===== config.mk =====
export PLATFORM = sky130hd
export DESIGN_NAME = cac_ram
export DESIGN_NICKNAME = d
export VERILOG_FILES = /design/src/rtl/cac_ram.sv
export SDC_FILE = /design/constraint.sdc
export NUM_CORES = 1
export LEC_CHECK = 0
export BUFFER_PORTS_ARGS = -buffer_cell sky130_fd_sc_hd__buf_2
export CORE_MARGIN = 1
export CORE_UTILIZATION = 67
export DETAILED_ROUTE_END_ITERATION = 8
export GPL_ROUTABILITY_DRIVEN = 0
export MAX_ROUTING_LAYER = met4
export PLACE_DENSITY = 0.88
export SYNTH_ARGS = -nofsm -noshare
export SYNTH_HDL_FRONTEND = slang
export SYNTH_SLANG_ARGS = --single-unit

===== constraint.sdc =====
create_clock -name clock -period 3.86 [get_ports clock]
set_input_delay 0.772 -clock clock [delete_from_list [all_inputs] [get_ports clock]]
set_output_delay 0.772 -clock clock [all_outputs]
set_load 0.01 [all_outputs]

===== src/rtl/cac_ram.sv =====
// Generic single write, single read RAM with registered read data.
module cac_ram #(
   parameter int WIDTH = 8,
   parameter int DEPTH = 64
) (
   input  logic                                   clock,
   input  logic                                   wr_en,
   input  logic [((DEPTH > 1) ? $clog2(DEPTH) : 1)-1:0] wr_addr,
   input  logic [WIDTH-1:0]                       wr_data,
   input  logic [((DEPTH > 1) ? $clog2(DEPTH) : 1)-1:0] rd_addr,
   output logic [WIDTH-1:0]                       rd_data
);
   logic [WIDTH-1:0] mem_ff [DEPTH];
   logic [WIDTH-1:0] rd_data_ff;

   always_ff @(posedge clock) begin
      if (wr_en) begin
         mem_ff[wr_addr] <= wr_data;
      end
      rd_data_ff <= mem_ff[rd_addr];
   end

   assign rd_data = rd_data_ff;
endmodule


==> run_results.csv, run 1 <==
group,metric,value,unit
min_path,hold_path_end,"rd_data[2]$_DFF_P_",
cts,cts.reportedPaths.clkPinSlew,0.06,ns
die,ioPinCount,30,
pwr,leakage,7.05,nW
die,core_area,0.0296,mm²
routing,wirelength,47500,µm
setup_path,worstSetupPathType,"in -> reg",
cts,cts_hold_buf,0,
synth,ys_ff_latch,520,
setup_path,crit_path_max_fanout,46,
sta,tightest_slew,1.24,ns
routing,first_pass_iters,5,
pwr,power.share.switching,0.200,
sta,fin_crit_sh,0.740,
pwr,p_sw,2.39,mW
pwr,vdd_drop_max,0.000382,V
setup_path,crit_required,4.26,ns
global_routing,antenna_found_initial,0,
pwr,p_int,9.53,mW
min_path,hold_path_depth,3,
synth,synth_area,0.0202,mm²
layout,area_delta_synth_final,11.3,%
setup_path,r2r_setup_slack,1.46,ns
cts,clock_latency,0.56,ns
die,start_util,0.680,
synth,ys_seq_area_frac,0.770,
run,drv.max_cap_violation_count,0,
sta,fin_crit,2.86,ns
setup_path,cp-end-kind,"flop",
min_path,min_from,"rd_addr[5]",
layout,stdcell_area,0.0224,mm²
routing,vias,10400,
global_routing,grt_pass1_vias,10500,
sta,final_hold_viol_count,0,
synth,yosys_warnings,0,
routing,wl_per_cell,33.3,µm
die,die_w,175,µm
synth,netlist_instances,940,
cts,cts_setup_buffers,0,
setup_path,rr_worst_depth,4,
synth,synth.distinct_cells,40,
place,io_buffer_count,29,
routing,ant_nets,0,
pwr,power_density,531,mW/mm²
cts,root_buffer,"clkbuf_16",
place,hpwl,26300,µm
setup_path,crit_slowest_cell,"a2111oi_0",
setup_path,start_kind,"input port",
sta,finClkSkew,0.0151,ns
place,place_area,0.0208,mm²
min_path,worstHoldPathType,"in -> reg",
setup_path,cpPeakStageDelay,1.06,ns
global_routing,overflow,0,
sta,final-setup-viol-count,0,
pwr,p_comb_frac,0.050,
pwr,power_frac_seq,0.526,
cts,cts_htree_levels,2,
sta,relSlewSlack,0.153,
cts,clock_sinks,520,
cts,cts_resized,0,
sta,tns,0,ns
routing,post_drt_via_cell_ratio,7.27,
global_routing,grt_usage,0.333,
global_routing,grt_max_degree,65,
layout,nNetsFinal,1020,
layout,insertedDiodeCount,0,
synth,avgSynthCellArea,21.5,µm²
pwr,pwr-share-clk,0.424,
setup_path,crit_family,"compound AO/OA/AOI/OAI gates",
global_routing,grt_pass1_wl,69700,µm
sta,timing.fmax,350,MHz
pwr,finalPower,11.9,mW
routing,drt-initial-drc-count,1584,
die,num_rows,63,
run_status,outcome,"finished clean",
setup_path,path_buf_inv,1,
die,dieArea,0.0308,mm²
setup_path,path_cells,"clkbuf_8, mux4_2, nor2b_1, a2111oi_0, o41ai_1",
routing,drc_errors,0,
die,die_y,175,µm
setup_path,reg2reg_to,"rd_data[5]$_DFF_P_",
setup_path,reg2reg_from,"mem_ff[1][5]$_DFFE_PP_",
sta,grt_setup_unrepaired,"no",
cts,clockBufferDepth,3,
synth,synth_fp_nets,962,
layout,drive_gt1_frac,0.260,
cts,cts-buffers-inserted,48,
sta,drv_slew,0,
setup_path,timing.critical_path.arrival,3.26,ns
cts,tritoncts,"yes",
placed cells by master (no fill, tap or decap), types with 3 or more instances in the layout:
master and count:
a211oi_1 4, o22ai_1 8, clkinv_2 7, mux2i_1 23, o2111ai_1 3, a21oi_1 3
clkinv_1 8, buf_4 27, mux2_2 13, o2bb2ai_1 3, clkbuf_16 49, nand2b_1 7
clkbuf_1 11, bufinv_16 11, buf_12 4, o221ai_1 8, dfxtp_1 8, a221oi_1 6
nor3_1 7, edfxtp_1 512, nand2_1 19, mux4_2 126, nand3_1 13, nor2_1 83
nor2b_1 14, buf_2 26, nand3b_1 3, a22oi_1 3
logic make-up (layout without fill, tap and decap cells):
family / after synthesis / count (layout) / synth area share
buffers and inverters: 51 / 147 / 0.0157
muxes: 162 / 162 / 0.159
and+or+nand+nor: 153 / 153 / 0.0339
DFF: 520 / 520 / 0.770
AOI/OAI and AO/OA: 54 / 54 / 0.0207
worst register-to-register path: cells and delay by family (launching register included):
family | cells | cell delay (ns)
AO/OA/AOI/OAI | 2 | 1.21
flip-flops | 1 | 0.40
AND/OR/NAND/NOR | 1 | 0.16
multiplexers | 1 | 0.48
area by class of cell:
cell class,count,area [µm²]
clock buffer,60,1270
clock inverter,28,412
fill,1489,7190
multi-input combinational,369,4320
sequential,520,15500
tap,390,488
timing repair buffer,59,432
cell usage after synthesis:
master	count	area share
o21a_1	2	0.00074
buf_1	4	0.00074
o22ai_1	8	0.0025
a211oi_1	4	0.0015
o41ai_1	2	0.00087
nand3_1	13	0.0032
a22oi_1	3	0.0011
o311ai_1	1	0.00043
a2111oi_0	2	0.00087
buf_6	4	0.0022
mux2i_1	23	0.011
nor4_1	2	0.00062
edfxtp_1	512	0.76
o21ai_1	2	0.00050
dfxtp_1	8	0.0079
nand4_1	2	0.00062
and2_1	1	0.00031
or3_1	1	0.00031
a21oi_1	3	0.00074
nand2_1	19	0.0035
mux4_2	126	0.14
nand2b_1	7	0.0022
buf_4	13	0.0048
buf_12	2	0.0020
clkbuf_1	17	0.0032
nand3b_1	3	0.0011
o32ai_1	2	0.00087
o21ai_0	2	0.00050
mux2_2	13	0.0073
nor2b_1	14	0.0043
o221a_2	2	0.0011
a221oi_1	6	0.0026
nor2_1	83	0.015
buf_2	11	0.0027
a31oi_1	1	0.00031
nand4b_1	1	0.00043
o2bb2ai_1	3	0.0013
o221ai_1	8	0.0035
nor3_1	7	0.0017
o2111ai_1	3	0.0013
worst max path at each step:
stage          startpoint                 end  cells past startpoint
2_1_floorplan  rd_addr[1]  rd_data[3]$_DFF_P_                      7
3_3_place_gp   rd_addr[0]  rd_data[3]$_DFF_P_                      5
3_5_place_dp   rd_addr[0]  rd_data[3]$_DFF_P_                      5
4_1_cts        rd_addr[0]  rd_data[3]$_DFF_P_                      5
5_1_grt        rd_addr[0]  rd_data[5]$_DFF_P_                      5
6_report       rd_addr[0]  rd_data[5]$_DFF_P_                      5
power groups by stage:
stage | Combinational [mW] | Sequential [mW] | Clock, mW
final | 0.590 | 6.28 | 5.05
after global routing | 0.612 | 6.27 | 5.26
after global placement | 0.545 | 6.39 | 0
after CTS | 0.583 | 6.27 | 5.07
after floorplan | 0.333 | 6.38 | 0
after detailed placement | 0.568 | 6.39 | 0
per-stage QoR:
stage | setup WS, ns | util | std cells | hold slack, ns
floorplan | 1.42 | - | 940 | 0.718
global placement | 0.365 | 0.701 | 1337 | 0.784
detailed placement | 0.302 | 0.701 | 1337 | 0.806
finish | 1.00 | 0.757 | 1426 | 0.698
global route | 0.987 | 0.757 | 1426 | 0.697
CTS | 0.798 | 0.757 | 1425 | 0.673
routing by layer:
layer | vias to the layer above | GRT usage | wire (µm)
met5 | - | - | 0
met4 | 0 | 0.120 | 1880
met3 | 136 | 0.0565 | 5460
met2 | 934 | 0.534 | 23900
met1 | 5262 | 0.440 | 16200
li1 | 4040 | - | -
state kept, by name, summed over array words and instances, names as in the netlist:
name and cells:
mem_ff 512, rd_data 8
Power figures use the tool's default switching activity.
==> run 2: changes to the inputs <==
CORE_UTILIZATION = 62   (was 67)
PLACE_DENSITY = 0.83   (was 0.88)
clock period = 2.7 ns   (was 3.86 ns; I/O delays follow)
==> run_results.csv, run 2 (same netlist as run 1, synthesis figures left out) <==
group,metric,value,unit
setup_path,cp-end-kind,"flop",
cts,tritoncts,"yes",
run,drv.max_cap_violation_count,0,
layout,fillers,1712,
min_path,worstHoldPathType,"in -> reg",
sta,tightest_slew,1.08,ns
sta,final-setup-viol-count,0,
setup_path,timing.critical_path.arrival,2.80,ns
routing,wirelength,46300,µm
pwr,p_comb_frac,0.055,
cts,cts_setup_buffers,0,
global_routing,grt_pass1_vias,10500,
cts,clockBufferDepth,3,
setup_path,crit_required,3.11,ns
sta,whs,0.426,ns
sta,finClkSkew,0.0111,ns
routing,vias,10400,
layout,nNetsFinal,1107,
routing,ant_nets,0,
pwr,vdd_drop_max,0.000546,V
pwr,p_int,12.8,mW
die,core_area,0.0318,mm²
cts,cts-buffers-inserted,49,
sta,final_hold_viol_count,0,
sta,timing.fmax,419,MHz
global_routing,grt_pass1_wl,68800,µm
cts,cts_resized,0,
setup_path,crit_path_max_fanout,30,
layout,regMostFlops,"mem_ff",
die,die_w,182,µm
routing,drc_errors,0,
pwr,finalPower,16.1,mW
global_routing,grt_usage,0.299,
layout,drive_gt1_frac,0.312,
routing,first_pass_iters,5,
sta,fin_crit_sh,0.883,
pwr,power_density,703,mW/mm²
cts,clock_sinks,520,
setup_path,start_kind,"input port",
pwr,leakage,7.41,nW
cts,root_buffer,"clkbuf_16",
layout,layout_commonest_cell,"edfxtp_1",
cts,cts_htree_levels,2,
die,ioPinCount,30,
routing,drt-initial-drc-count,1500,
sta,fin_crit,2.39,ns
cts,cts.reportedPaths.clkPinSlew,0.06,ns
routing,post_drt_via_cell_ratio,6.69,
layout,area_delta_synth_final,13.8,%
pwr,p_sw,3.35,mW
global_routing,overflow,0,
sta,drv_slew,0,
cts,cts_hold_buf,0,
die,dieArea,0.0333,mm²
die,num_rows,65,
pwr,power_frac_seq,0.556,
routing,wl_per_cell,29.8,µm
setup_path,worstSetupPathType,"in -> reg",
die,start_util,0.634,
global_routing,antenna_found_initial,1,
cts,clock_latency,0.54,ns
layout,multiInputGateArea,0.00432,mm²
sta,relSlewSlack,0.279,
run_status,outcome,"finished clean",
place,io_buffer_count,29,
layout,final_cell_mix,"edfxtp_1, mux4_2, buf_4",
layout,regArea,0.0155,mm²
global_routing,grt_max_degree,65,
sta,grt_setup_unrepaired,"no",
place,hpwl,28100,µm
pwr,power.share.switching,0.208,
pwr,pwr-share-clk,0.389,
layout,largest_reg_flops,512,
die,die_y,182,µm
[run 2: cell types whose count changed in the layout (fill, tap and decap cells not counted), moves of 3 or more]
cell / change
buf_12: +3
buf_4: +84
bufinv_16: -9
clkbuf_1: -4
clkinv_1: +7
clkinv_2: +3
[run 2: worst paths after layout]
path                                              start                       to  slack (ns)  depth (start not counted)
worst max-delay path                         rd_addr[1]       rd_data[5]$_DFF_P_        0.31                          8
worst max register to register   mem_ff[2][5]$_DFFE_PP_       rd_data[5]$_DFF_P_        0.50                          5
worst min-delay path                         wr_data[3]  mem_ff[51][3]$_DFFE_PP_        0.43                          1
worst min register to register  mem_ff[23][1]$_DFFE_PP_       rd_data[1]$_DFF_P_        0.87                          4
[run 2: final cells by class]
type / instances / share of cell area
multi-input cells: 369 / 0.188
clock inverters: 29 / 0.00791
repair buffers: 145 / 0.0487
well taps: 435 / 0.0237
diodes: 1 / 0.000109
clock buffers: 56 / 0.0546
flip-flops and latches: 520 / 0.677
[run 2: metal layers]
layer / up-vias / GRT usage / part of all wire
met1: 5281 / 0.410 / 0.36
met3: 149 / 0.0529 / 0.12
met2: 771 / 0.467 / 0.48
met4: 0 / 0.0955 / 0.037
li1: 4204 / - / -
met5: - / - / 0
[run 2: per-stage QoR]
step                utilization  worst slack (ns)  instances  TNS, ns  cell area (µm²)
finish                    0.722             0.315       1555        0            22900
detailed placement        0.676           -0.0267       1469  -0.0267            21500
CTS                       0.722             0.435       1554        0            22900
global route              0.722             0.374       1555        0            22900
floorplan                     -             0.492        940        0            20200
global placement          0.676            0.0130       1469        0            21500
[run 2: power by group through the flow]
| stage | Clock (mW) | Combinational [mW] | Sequential [mW] |
|---|---|---|---|
| 6_report | 6.28 | 0.881 | 8.97 |
| 5_1_grt | 6.63 | 0.922 | 8.96 |
| 4_1_cts | 6.32 | 0.872 | 8.97 |
| 3_5_place_dp | 0 | 0.857 | 9.14 |
| 3_3_place_gp | 0 | 0.828 | 9.13 |
| 2_1_floorplan | 0 | 0.476 | 9.13 |
[run 2: critical path, stage by stage]
cell and delay (ns):
buf_4 0.25, buf_12 0.26, buf_4 0.19, mux4_2 0.30, nor2b_1 0.15, a2111oi_0 0.78, buf_4 0.22, o41ai_1 0.08
