[src/rtl/cac_pkg.sv]
// Shared constants, record types and helpers for the call auction clearing block.
package cac_pkg;

   localparam int MAX_ORDERS_DEF  = 64;
   localparam int CLASS_COUNT_DEF = 9;

   localparam int PRICE_W = 32;
   localparam int SEQ_W   = 16;
   localparam int CLS_W   = 4;
   localparam int SUM_W   = 40;
   localparam int FILL_W  = 17;
   localparam int FRAC_W  = 16;
   localparam int CLS_MAX = 16;

   localparam logic [SUM_W-1:0]  SUM_SAT  = {SUM_W{1'b1}};
   localparam logic [FILL_W-1:0] FILL_ONE = 17'h10000;

   // request codes
   localparam logic [1:0] REQ_BID   = 2'd0;
   localparam logic [1:0] REQ_ASK   = 2'd1;
   localparam logic [1:0] REQ_CLEAR = 2'd2;

   typedef struct packed {
      logic [PRICE_W-1:0] qty;
      logic [PRICE_W-1:0] price;
      logic [CLS_W-1:0]   cls;
      logic [SEQ_W-1:0]   seq;
   } bid_rec_type;

   typedef struct packed {
      logic [PRICE_W-1:0] qty;
      logic [PRICE_W-1:0] price;
      logic [SEQ_W-1:0]   seq;
   } ask_rec_type;

   function automatic logic [PRICE_W-1:0] clamp_neg(input logic signed [PRICE_W-1:0] v);
      clamp_neg = v[PRICE_W-1] ? '0 : PRICE_W'(v);
   endfunction

   function automatic logic [SUM_W-1:0] sat_add(input logic [SUM_W-1:0] a,
                                                input logic [SUM_W-1:0] b);
      logic [SUM_W:0] s;
      s = {1'b0, a} + {1'b0, b};
      sat_add = s[SUM_W] ? SUM_SAT : s[SUM_W-1:0];
   endfunction

endpackage

[src/rtl/cac_div.sv]
// Bit-serial restoring divider for the Q1.16 fill ratio, capped at 1.0.
module cac_div (
   input  logic                        clock,
   input  logic                        reset,
   input  logic                        start,
   input  logic [cac_pkg::SUM_W-1:0]   num,
   input  logic [cac_pkg::SUM_W-1:0]   den,
   output logic                        done,
   output logic [cac_pkg::FILL_W-1:0]  quot
);
   import cac_pkg::*;

   localparam int CNT_W = $clog2(FRAC_W + 1);

   logic              busy_ff, busy_in;
   logic              done_ff, done_in;
   logic [CNT_W-1:0]  cnt_ff, cnt_in;
   logic [SUM_W-1:0]  rem_ff, rem_in;
   logic [SUM_W-1:0]  den_ff, den_in;
   logic [FILL_W-1:0] quot_ff, quot_in;
   logic [SUM_W:0]    trial;

   always_comb begin
      busy_in = busy_ff;
      done_in = 1'b0;
      cnt_in  = cnt_ff;
      rem_in  = rem_ff;
      den_in  = den_ff;
      quot_in = quot_ff;
      trial   = {rem_ff, 1'b0};
      if (start) begin
         den_in = den;
         if (num >= den) begin
            // covers the nothing-requested case too
            quot_in = FILL_ONE;
            done_in = 1'b1;
         end else begin
            rem_in  = num;
            quot_in = '0;
            cnt_in  = CNT_W'(FRAC_W);
            busy_in = 1'b1;
         end
      end else if (busy_ff) begin
         if (trial >= {1'b0, den_ff}) begin
            rem_in  = SUM_W'(trial - {1'b0, den_ff});
            quot_in = {quot_ff[FILL_W-2:0], 1'b1};
         end else begin
            rem_in  = trial[SUM_W-1:0];
            quot_in = {quot_ff[FILL_W-2:0], 1'b0};
         end
         cnt_in = cnt_ff - 1'b1;
         if (cnt_ff == CNT_W'(1)) begin
            busy_in = 1'b0;
            done_in = 1'b1;
         end
      end
   end

   always_ff @(posedge clock) begin
      if (reset) begin
         busy_ff <= 1'b0;
         done_ff <= 1'b0;
         cnt_ff  <= '0;
      end else begin
         busy_ff <= busy_in;
         done_ff <= done_in;
         cnt_ff  <= cnt_in;
      end
      rem_ff  <= rem_in;
      den_ff  <= den_in;
      quot_ff <= quot_in;
   end

   assign done = done_ff;
   assign quot = quot_ff;
endmodule

[config.mk]
export PLATFORM = sky130hd
export DESIGN_NAME = cac_div
export DESIGN_NICKNAME = d
export VERILOG_FILES = /design/src/rtl/cac_pkg.sv /design/src/rtl/cac_div.sv
export SDC_FILE = /design/constraint.sdc
export NUM_CORES = 1
export LEC_CHECK = 0
export ABC_AREA = 1
export BUFFER_PORTS_ARGS = -buffer_cell sky130_fd_sc_hd__buf_4
export CORE_MARGIN = 2
export CORE_UTILIZATION = 36
export DETAILED_ROUTE_END_ITERATION = 12
export GPL_TIMING_DRIVEN = 0
export PLACE_DENSITY = 0.62
export SETUP_SLACK_MARGIN = 0.3
export SLEW_MARGIN = 5
export SYNTH_ARGS = -nofsm -noshare
export SYNTH_HDL_FRONTEND = slang
export SYNTH_SLANG_ARGS = --single-unit
[constraint.sdc]
create_clock -name clock -period 7.8 [get_ports clock]
set_clock_uncertainty 0.05 [all_clocks]
set_input_delay 1.17 -clock clock [delete_from_list [all_inputs] [get_ports clock]]
set_output_delay 1.17 -clock clock [all_outputs]
set_load 0.02 [all_outputs]
==> reports/metrics.cfg, run 1 <==
[logic_synthesis]
ys_seq_area_share_pct = 35.7
synth_top_flop_cell = edfxtp_1
async_flop_share_pct = 0
yosysMostFrequentCell = nand2_1
netlist_area_mm2 = 0.00855
syn_avg_cell_area_um2 = 7.27
syn_nets = 1342
yosysTopAreaCell = edfxtp_1
ys_ff_latch = 104
synth_common_cells = nand2_1 (396), inv_1 (194), edfxtp_1 (97), nor2_1 (91), ha_1 (82)
synth_edf_count = 97
synth_area_leaders = edfxtp_1 (34%), nand2_1 (17%), ha_1 (12%), inv_1 (8.5%), a21oi_1 (4.1%)
ys_types = 44
ys.warnings.count = 0
synth_cells = 1176
synth_top_cell_area_share_pct = 34.1

[clock_network]
cts_tree = built
root_buffer = clkbuf_16
htreeDepth = 3
cts.sinks = 104
clk_latency_ns = 0.37
clockBufferDepth = 2
cts.clk_slew.worst_paths_ns = 0.08
postCtsSetupRepairBufs = 0
cts_resized = 0
cts_made_buffers = 9
postCtsHoldBufs = 0

[setup_path]
crit_required_ns = 7.86
path_cells = buf_4 -> ha_1 -> nand2_1 -> nor2_1 -> nor3b_1 -> and2_1 -> nand2_1 -> nand3_1 -> nand2_2 -> buf_12
cp-start-kind = input pin
cpPeakStageDelay_ns = 0.82
crit_top_cell = nand2_1
path_max_fanout = 24
path_class = in2reg
cp_num_buf_inv = 2
critPathTopFamily = simple AND/OR/NAND/NOR gates
crit_slowest_cell = nor3b_1
endpoint_kind = register
crit_arrival_ns = 3.91

[layout]
fin_cells = 1612
design_area_mm2 = 0.0100
antenna-diode-count = 0
area_growth_pct = 17.4
fin_util_pct = 42.9
drive_above_1_share_pct = 12.6
nNetsFinal = 1454

[power_and_ir_drop]
pwr-share-clk_pct = 23.2
seqPwrFrac_pct = 35.0
p_per_area_mw_per_mm2 = 207
internal_power_mw = 1.25
ir_drop_mv = 0.124
switching_share_pct = 39.9
p_sw_mw = 0.828
pwr-share-comb_pct = 41.9
p_leak_nw = 5.05

[floorplanning]
core-area_mm2 = 0.0234
initial_core_util_pct = 36.5
die_area_mm2 = 0.0250
die_x_um = 158
ios = 101
chipHeight_um = 158
fp-row-count = 56

[grt]
grt_use_met3_pct = 2.22
gr-total-overflow = 0
grt_pass1_wl_mm = 38.2
grt_max_degree = 46
grtUsageMet1_pct = 27.3
grt.total_usage_pct = 19.7
grt_pass1_vias = 7491
antenna_found_initial = 0
grt.met2_usage_pct = 33.0
top_usage_layer = met2

[placed_design]
gp_congestion = 0.939
post-place-cells = 1596
placed_cell_area_mm2 = 0.00973
hpwl_mm = 20.0
portBuffers = 100

[flow_run]
maxCapViolCount = 0

[sta]
finalCriticalPeriod_ns = 3.86
hold_ws_ns = 0.437
timing.setup.tns_ns = 0
max_clock_freq_mhz = 259
hold_viol = 0
slew_headroom_pct = 33.7
worst_slew_pin_slew_ns = 0.993
rsz0062_at_grt = false
setup_viol = 0
min_period_over_period_pct = 49.4
slew_viol_final = 0

[routing]
remaining_drc_errors = 0
vias = 7680
post_drt_wl_per_cell_um = 15.0
drtIter0Drc = 414
routed_wl_mm = 24.1
viasPerCell = 4.76
firstDrtPassIters = 5
ant_nets = 0

[worst_hold_path]
holdCritPathClass = reg2reg

[outcome]
status = completed

==> final timing paths <==
path | cells after the start | slack [ns] | startpoint | end
max reg2reg | 10 | 4.88 | rem_ff[31]$_DFFE_PP_ | rem_ff[1]$_DFFE_PP_
min | 2 | 0.44 | cnt_ff[1]$_SDFFE_PP0P_ | cnt_ff[1]$_SDFFE_PP0P_
min reg2reg | 2 | 0.44 | cnt_ff[1]$_SDFFE_PP0P_ | cnt_ff[1]$_SDFFE_PP0P_
max | 10 | 3.94 | num[39] | rem_ff[1]$_DFFE_PP_
==> power groups by stage <==
| stage | clock network (mW) | registers [mW] | logic (mW) |
|---|---|---|---|
| after floorplan | 0 | 0.743 | 0.599 |
| final | 0.481 | 0.726 | 0.870 |
| after detailed placement | 0 | 0.738 | 0.865 |
| after global placement | 0 | 0.737 | 0.855 |
| after CTS | 0.492 | 0.726 | 0.870 |
| after global routing | 0.512 | 0.733 | 0.981 |
==> state kept, by name (all words and copies together) (netlist names) <==
register,count
busy_ff,1
cnt_ff,5
den_ff,40
done,1
quot,17
rem_ff,40
==> logic make-up (layout without fill, tap and decap cells) <==
group                    Yosys count  in the layout  synth area share (%)
AND/OR/NAND/NOR                  622            622                  31.5
AO/OA/AOI/OAI                    128            128                  8.24
buffers and inverters            218            335                  10.2
XOR/XNOR                          21             21                  2.15
flip-flops                       104            104                  35.7
adder cells (fa/ha/maj)           83             83                  12.2
==> area by class of cell <==
class | count | area (µm²)
flip-flops and latches | 104 | 3050
plain buffers | 19 | 121
multi-input cells | 854 | 4630
clock inverters | 7 | 93.8
well taps | 319 | 399
clock buffers | 9 | 225
repair buffers | 101 | 771
fillers | 2516 | 13400
inverters | 199 | 747
==> metal layers <==
metal,routed length [µm],up-vias
li1,-,3989
met1,11700,3528
met2,11200,143
met3,869,20
met4,327,0
met5,0,-
==> per-stage QoR <==
stage,worst slack [ns],power [mW]
3_3_place_gp,2.61,1.59
2_1_floorplan,4.25,1.34
4_1_cts,3.96,2.09
3_5_place_dp,3.57,1.60
5_1_grt,3.79,2.23
6_report,3.94,2.08
==> placed cells by master (no fill, tap or decap), types with 2 or more instances in the layout <==
| cell type | instances |
|---|---|
| nor3_1 | 3 |
| nor2_1 | 91 |
| nand4_1 | 8 |
| buf_2 | 6 |
| clkinv_1 | 2 |
| a21oi_2 | 3 |
| a21oi_1 | 70 |
| nor3b_1 | 2 |
| o21ai_1 | 6 |
| o21ai_0 | 28 |
| nand3b_1 | 33 |
| buf_4 | 102 |
| dfxtp_1 | 7 |
| o21bai_1 | 5 |
| buf_12 | 2 |
| inv_2 | 3 |
| o21ai_2 | 2 |
| clkbuf_1 | 8 |
| xnor2_1 | 17 |
| edfxtp_1 | 97 |
| nand2_8 | 2 |
| nor2_2 | 7 |
| nand2_1 | 395 |
| nand3_1 | 62 |
| xor2_1 | 4 |
| o211ai_1 | 2 |
| nor2_4 | 3 |
| nand2_2 | 11 |
| inv_6 | 2 |
| clkbuf_16 | 9 |
| a21boi_0 | 3 |
| a21o_1 | 5 |
| ha_1 | 82 |
| inv_1 | 194 |
| clkinv_8 | 4 |
==> tightest hold or removal path, cell delays in order, from the launching register on <==
cell and delay (ns):
dfxtp_1 0.32, nand3_1 0.07, a21oi_1 0.06
Note: power is estimated with default switching activity, not from simulation.
==> run 2, diff against run 1 <==
Settings changed: PLACE_DENSITY 0.62 to 0.64.
Clock period 7.8 ns to 3.4 ns, I/O delays scaled along.
==> run 2 against run 1 <==
Hold slack lost 0.17 ns. Design area is essentially flat. Core utilization is essentially flat. Combinational power grew 130%.
==> reports/metrics.cfg, run 2 (same netlist as run 1, synthesis figures left out) <==
[sta]
hold_ws_ns = 0.269
min_period_over_period_pct = 84.5
finalCriticalPeriod_ns = 2.87
timing.setup.tns_ns = 0
max_clock_freq_mhz = 348
hold_viol = 0
worst_slew_pin_slew_ns = 0.758
slew_headroom_pct = 49.5
rsz0062_at_grt = false
setup_viol = 0
slew_viol_final = 0

[setup_path]
crit_cells = 10
path_cells = ha_1 -> a21oi_1 -> o21ai_1 -> a21oi_1 -> nor2_1 -> nor2_4 -> buf_2 -> nand3_1 -> nand3_1 -> nand2_1
cp-start-kind = register
endpoint_kind = register
path_max_fanout = 10
cpPeakStageDelay_ns = 0.41
cp_num_buf_inv = 1
crit_arrival_ns = 2.94
critPathTopFamily = simple AND/OR/NAND/NOR gates
path_class = reg2reg
crit_slowest_cell = edfxtp_1
r2r_cells = 10
crit_required_ns = 3.46

[layout]
area_growth_pct = 17.5
drive_above_1_share_pct = 12.6
mostFrequentLayoutCells = nand2_1 (395), inv_1 (194), buf_4 (102)
fin_cells = 1612
nNetsFinal = 1454
antenna-diode-count = 0
final_common_cell = nand2_1
design_area_mm2 = 0.0100

[floorplanning]
die_x_um = 158
die_area_mm2 = 0.0250
core-area_mm2 = 0.0234
initial_core_util_pct = 36.5
ios = 101
chipHeight_um = 158
fp-row-count = 56

[placed_design]
placed_cell_area_mm2 = 0.00973
post-place-cells = 1596
portBuffers = 100
hpwl_mm = 20.1
gp_congestion = 0.934

[routing]
vias = 7690
routed_wl_mm = 24.4
ant_nets = 0
viasPerCell = 4.77
remaining_drc_errors = 0
post_drt_wl_per_cell_um = 15.1
firstDrtPassIters = 5
drtIter0Drc = 451

[power_and_ir_drop]
p_leak_nw = 5.05
p_per_area_mw_per_mm2 = 477
ir_drop_mv = 0.236

[grt]
grt.total_usage_pct = 20.0
antenna_found_initial = 0
gr-total-overflow = 0
grt_pass1_wl_mm = 38.8
grt_pass1_vias = 7552
grt_max_degree = 46

[flow_run]
maxCapViolCount = 0

[clock_network]
postCtsHoldBufs = 0
cts.clk_slew.worst_paths_ns = 0.10
cts_resized = 0
root_buffer = clkbuf_16
postCtsSetupRepairBufs = 0
cts_made_buffers = 9
htreeDepth = 3
clk_latency_ns = 0.37
cts_tree = built
cts.sinks = 104
clockBufferDepth = 2

[outcome]
status = completed

[worst_hold_path]
holdCritPathClass = in2reg
whs_path_depth = 1

[run 2: worst reg2reg max path, cell delays in order, from the launching register on]
cell      delay (ns)
edfxtp_1        0.41
ha_1            0.41
a21oi_1         0.24
o21ai_1         0.17
a21oi_1         0.23
nor2_1          0.10
nor2_4          0.33
buf_2           0.34
nand3_1         0.17
nand3_1         0.12
nand2_1         0.05
[run 2: power breakdown]
part	total (mW)	leakage, nW	switching (mW)	internal, mW
clock network	1.12	0.153	0.587	0.537
logic	2.01	3.89	1.27	0.737
registers	1.66	1.01	0.0679	1.60
total	4.79	5.05	1.92	2.87
[run 2: layout make-up]
type | instances | area [µm²]
inverter | 199 | 747
tap | 319 | 399
clock inverter | 7 | 88.8
sequential | 104 | 3050
timing repair buffer | 101 | 778
buffer | 19 | 121
clock buffer | 9 | 225
multi-input combinational | 854 | 4630
fill | 2508 | 13400
[run 2: path summary, 6_finish.rpt]
| path | startpoint | end | slack [ns] |
|---|---|---|---|
| max | rem_ff[31]$_DFFE_PP_ | rem_ff[1]$_DFFE_PP_ | 0.53 |
| min | den[26] | den_ff[26]$_DFFE_PP_ | 0.27 |
| min reg2reg | cnt_ff[1]$_SDFFE_PP0P_ | cnt_ff[1]$_SDFFE_PP0P_ | 0.44 |
| max reg2reg | rem_ff[31]$_DFFE_PP_ | rem_ff[1]$_DFFE_PP_ | 0.53 |
[run 2: stage by stage]
step | power (mW) | utilization (%) | setup slack, ns
final | 4.79 | 42.9 | 0.527
after global routing | 5.14 | 42.9 | 0.335
after CTS | 4.82 | 42.9 | 0.514
after detailed placement | 3.68 | 41.6 | 0.204
after global placement | 3.66 | 41.5 | -0.706
after floorplan | 3.08 | - | 0.515
[run 2: layer usage]
metal | track usage [%] | vias up | wire length, µm
met2 | 33.6 | 130 | 11300
met1 | 27.8 | 3556 | 11900
met3 | 2.60 | 9 | 907
met4 | 3.60 | 0 | 231
li1 | - | 3995 | -
met5 | 0 | - | 0
==> run 3, diff against run 2 <==
Settings changed: ABC_AREA 1 to 0.
Clock period 3.4 ns to 2.4 ns, I/O delays scaled along.
==> run 3 against run 2 <==
The flow now finishes with violations (setup timing). Power up 74%. Flip-flop and latch count unchanged. First-iteration DRC count up 14%. Synthesized cell count down 29%. Design area up 3.7%. Sequential power up 51%. Area after synthesis down 8.3%. Sequential share of layout area down 1.1 points. Non-clock buffer count up 52. Critical path depth up 2. Global-route usage up 0.32 points. Largest cell class unchanged.
==> reports/metrics.cfg, run 3 <==
[logic_synthesis]
yosysTopAreaCell = edfxtp_1
ys_seq_area_share_pct = 38.9
synth_edf_count = 97
synth_mux_area_share_pct = 2.42
syn_avg_cell_area_um2 = 9.43
synth_fa_ha_area_share_pct = 13.3
ys.warnings.count = 0
synth_area_leaders = edfxtp_1 (37%), ha_1 (13%), a21oi_1 (5.1%), inv_1 (4.6%), a21o_1 (3.3%)
syn_nets = 998
synth_cells = 832
async_flop_share_pct = 0
synth_top_family_by_area = compound AO/OA/AOI/OAI gates
synth-simple-area-share_pct = 15.2
synth_common_cells = edfxtp_1 (97), inv_1 (97), ha_1 (82), a21oi_1 (80), nand2_1 (62)
ys_types = 72
synth_compound_area_share_pct = 19.8
synth_top_flop_cell = edfxtp_1
synth_xor_area_share_pct = 3.57
ys_ff_latch = 104
netlist_area_mm2 = 0.00785
synth_top_cell_area_share_pct = 37.1

[grt]
top_usage_layer = met2
grtUsageMet1_pct = 27.5
gr-total-overflow = 0
grt_pass1_wl_mm = 35.3
antenna_found_initial = 1
grt.total_usage_pct = 20.3
grt_use_met3_pct = 4.13
grt.met2_usage_pct = 31.4
grt_pass1_vias = 6720
grt_max_degree = 42

[setup_path]
crit_arrival_ns = 3.22
cpPeakStageDelay_ns = 0.58
path_cells = ha_4 -> buf_6 -> nand2_4 -> or4_4 -> nor3_4 -> nand4_1 -> and3_4 -> o21ai_4 -> buf_12 -> buf_12 -> nor3b_1 -> a221o_1
cp-endpoint = rem_ff[28]$_DFFE_PP_
cp-start-kind = register
path_max_fanout = 10
worstReg2RegEnd = rem_ff[28]$_DFFE_PP_
endpoint_kind = register
crit_slowest_cell = or4_4
path_class = reg2reg
r2r_cells = 12
crit_top_cell = buf_12
r2r_setup_slack_ns = -0.74
r2r_start = rem_ff[11]$_DFFE_PP_
cp-startpoint = rem_ff[11]$_DFFE_PP_
crit_required_ns = 2.48

[clock_network]
clk_latency_ns = 0.38
htreeDepth = 3
cts_made_buffers = 9
cts_tree = built
clockBufferDepth = 2
cts.sinks = 104
cts.clk_slew.worst_paths_ns = 0.08
root_buffer = clkbuf_16

[floorplanning]
die_x_um = 152
die_area_mm2 = 0.0230
initial_core_util_pct = 36.3
fp-row-count = 54
ios = 101
core-area_mm2 = 0.0216
chipHeight_um = 152

[layout]
mostFrequentLayoutCells = buf_4 (112), edfxtp_1 (97), inv_1 (88)
n_fill_cell = 2057
nNetsFinal = 1152
area_growth_pct = 32.8
design_area_mm2 = 0.0104
drive_above_1_share_pct = 28.2
fin_cells = 1272
final_common_cell = buf_4

[sta]
min_period_over_period_pct = 131
finalCriticalPeriod_ns = 3.14
setup_viol = 81
rsz0062_at_grt = true
slew_headroom_pct = 43.2
slew_viol_final = 0
setup_slack_ns = -0.739
hold_viol = 0
max_clock_freq_mhz = 319
worst_slew_pin_slew_ns = 0.852

[outcome]
status = complete, but fails checks
violations = setup timing

[flow_run]
maxCapViolCount = 0

[placed_design]
placed_cell_area_mm2 = 0.00907
post-place-cells = 1212
gp_congestion = 0.935
portBuffers = 100
hpwl_mm = 16.3

[power_and_ir_drop]
p_leak_nw = 4.55
p_per_area_mw_per_mm2 = 800
ir_drop_mv = 0.453
p_total_mw = 8.33

[routing]
firstDrtPassIters = 5
drtIter0Drc = 512
remaining_drc_errors = 0
vias = 6829
viasPerCell = 5.37
routed_wl_mm = 23.2
post_drt_wl_per_cell_um = 18.2
ant_nets = 0

[worst_hold_path]
hp-start = den[24]
holdCritPathClass = in2reg

run 3: cell types whose count changed in the layout (fill, tap and decap cells not counted), moves of 20 or more:
cell,before,now
buf_6,1,26
inv_1,194,88
a21o_1,5,35
nand2_1,395,56
ha_1,82,62
nand3b_1,33,1
nand3_1,62,16
nor2_1,91,45
nor2b_1,0,25
run 3: cells by family (layout without fill, tap and decap cells):
family	Yosys count	in the layout
and+or+nand+nor	235	235
AOI/OAI and AO/OA	229	229
buffers and inverters	130	289
DFF	104	104
adders and majority gates	83	83
xor gates and xnor gates	32	32
muxes	19	19
other	0	1
run 3: critical path, delay by kind of cell, from the launching register on:
| kind | cells | cell delay [ns] |
|---|---|---|
| AO/OA/AOI/OAI | 2 | 0.37 |
| adder cells (fa/ha/maj) | 1 | 0.30 |
| buffers and inverters | 3 | 0.43 |
| flip-flops | 1 | 0.44 |
| AND/OR/NAND/NOR | 6 | 1.30 |
run 3: power by group:
part	internal, mW	total (mW)	leakage (nW)	switching [mW]
Clock	0.746	1.55	0.147	0.808
Sequential	2.35	2.51	1.02	0.159
Combinational	1.94	4.27	3.38	2.33
Total	5.04	8.33	4.55	3.29
run 3: worst min path at each step:
stage / end / cells past startpoint
4_1_cts: den_ff[19]$_DFFE_PP_ / 1
2_1_floorplan: cnt_ff[4]$_SDFFE_PP0P_ / 1
6_report: den_ff[24]$_DFFE_PP_ / 1
5_1_grt: den_ff[24]$_DFFE_PP_ / 1
3_5_place_dp: cnt_ff[4]$_SDFFE_PP0P_ / 1
3_3_place_gp: cnt_ff[4]$_SDFFE_PP0P_ / 1
run 3: timing repair:
| action | 4_1_cts | 5_1_grt |
|---|---|---|
| setup buffers | 24 | 16 |
| hold buffers | 0 | 0 |
| cloned | 3 | 0 |
| pin swaps | 24 | 13 |
| gates resized for setup | 95 | 50 |
| setup endpoints to repair | 94 | 88 |
run 3: stage by stage:
| stage | TNS [ns] | setup slack (ns) | hold slack, ns | utilization, % |
|---|---|---|---|---|
| 3_5_place_dp | -101.47 | -1.51 | 0.431 | 41.9 |
| 5_1_grt | -35.10 | -0.826 | 0.101 | 48.2 |
| 2_1_floorplan | -30.68 | -0.458 | 0.375 | - |
| 3_3_place_gp | -96.35 | -1.43 | 0.398 | 41.9 |
| 6_report | -28.47 | -0.739 | 0.110 | 48.2 |
| 4_1_cts | -24.85 | -0.685 | 0.0965 | 46.6 |
run 3: routing by layer:
metal	share of wire [%]	wire length, µm
met5	0	0
met1	44	10200
met2	45	10400
met4	3.2	745
met3	8.0	1850
run 3: final cells by class:
cell class | instances | area (µm²) | area share (%)
inverters | 98 | 397 | 3.81
plain buffers | 32 | 255 | 2.45
diodes | 1 | 2.50 | 0.0240
repair buffers | 140 | 1220 | 11.7
flip-flops and latches | 104 | 3050 | 29.3
clock inverters | 7 | 85.1 | 0.817
clock buffers | 9 | 225 | 2.16
repair inverters | 3 | 22.5 | 0.216
multi-input cells | 598 | 4810 | 46.2
well taps | 280 | 350 | 3.36
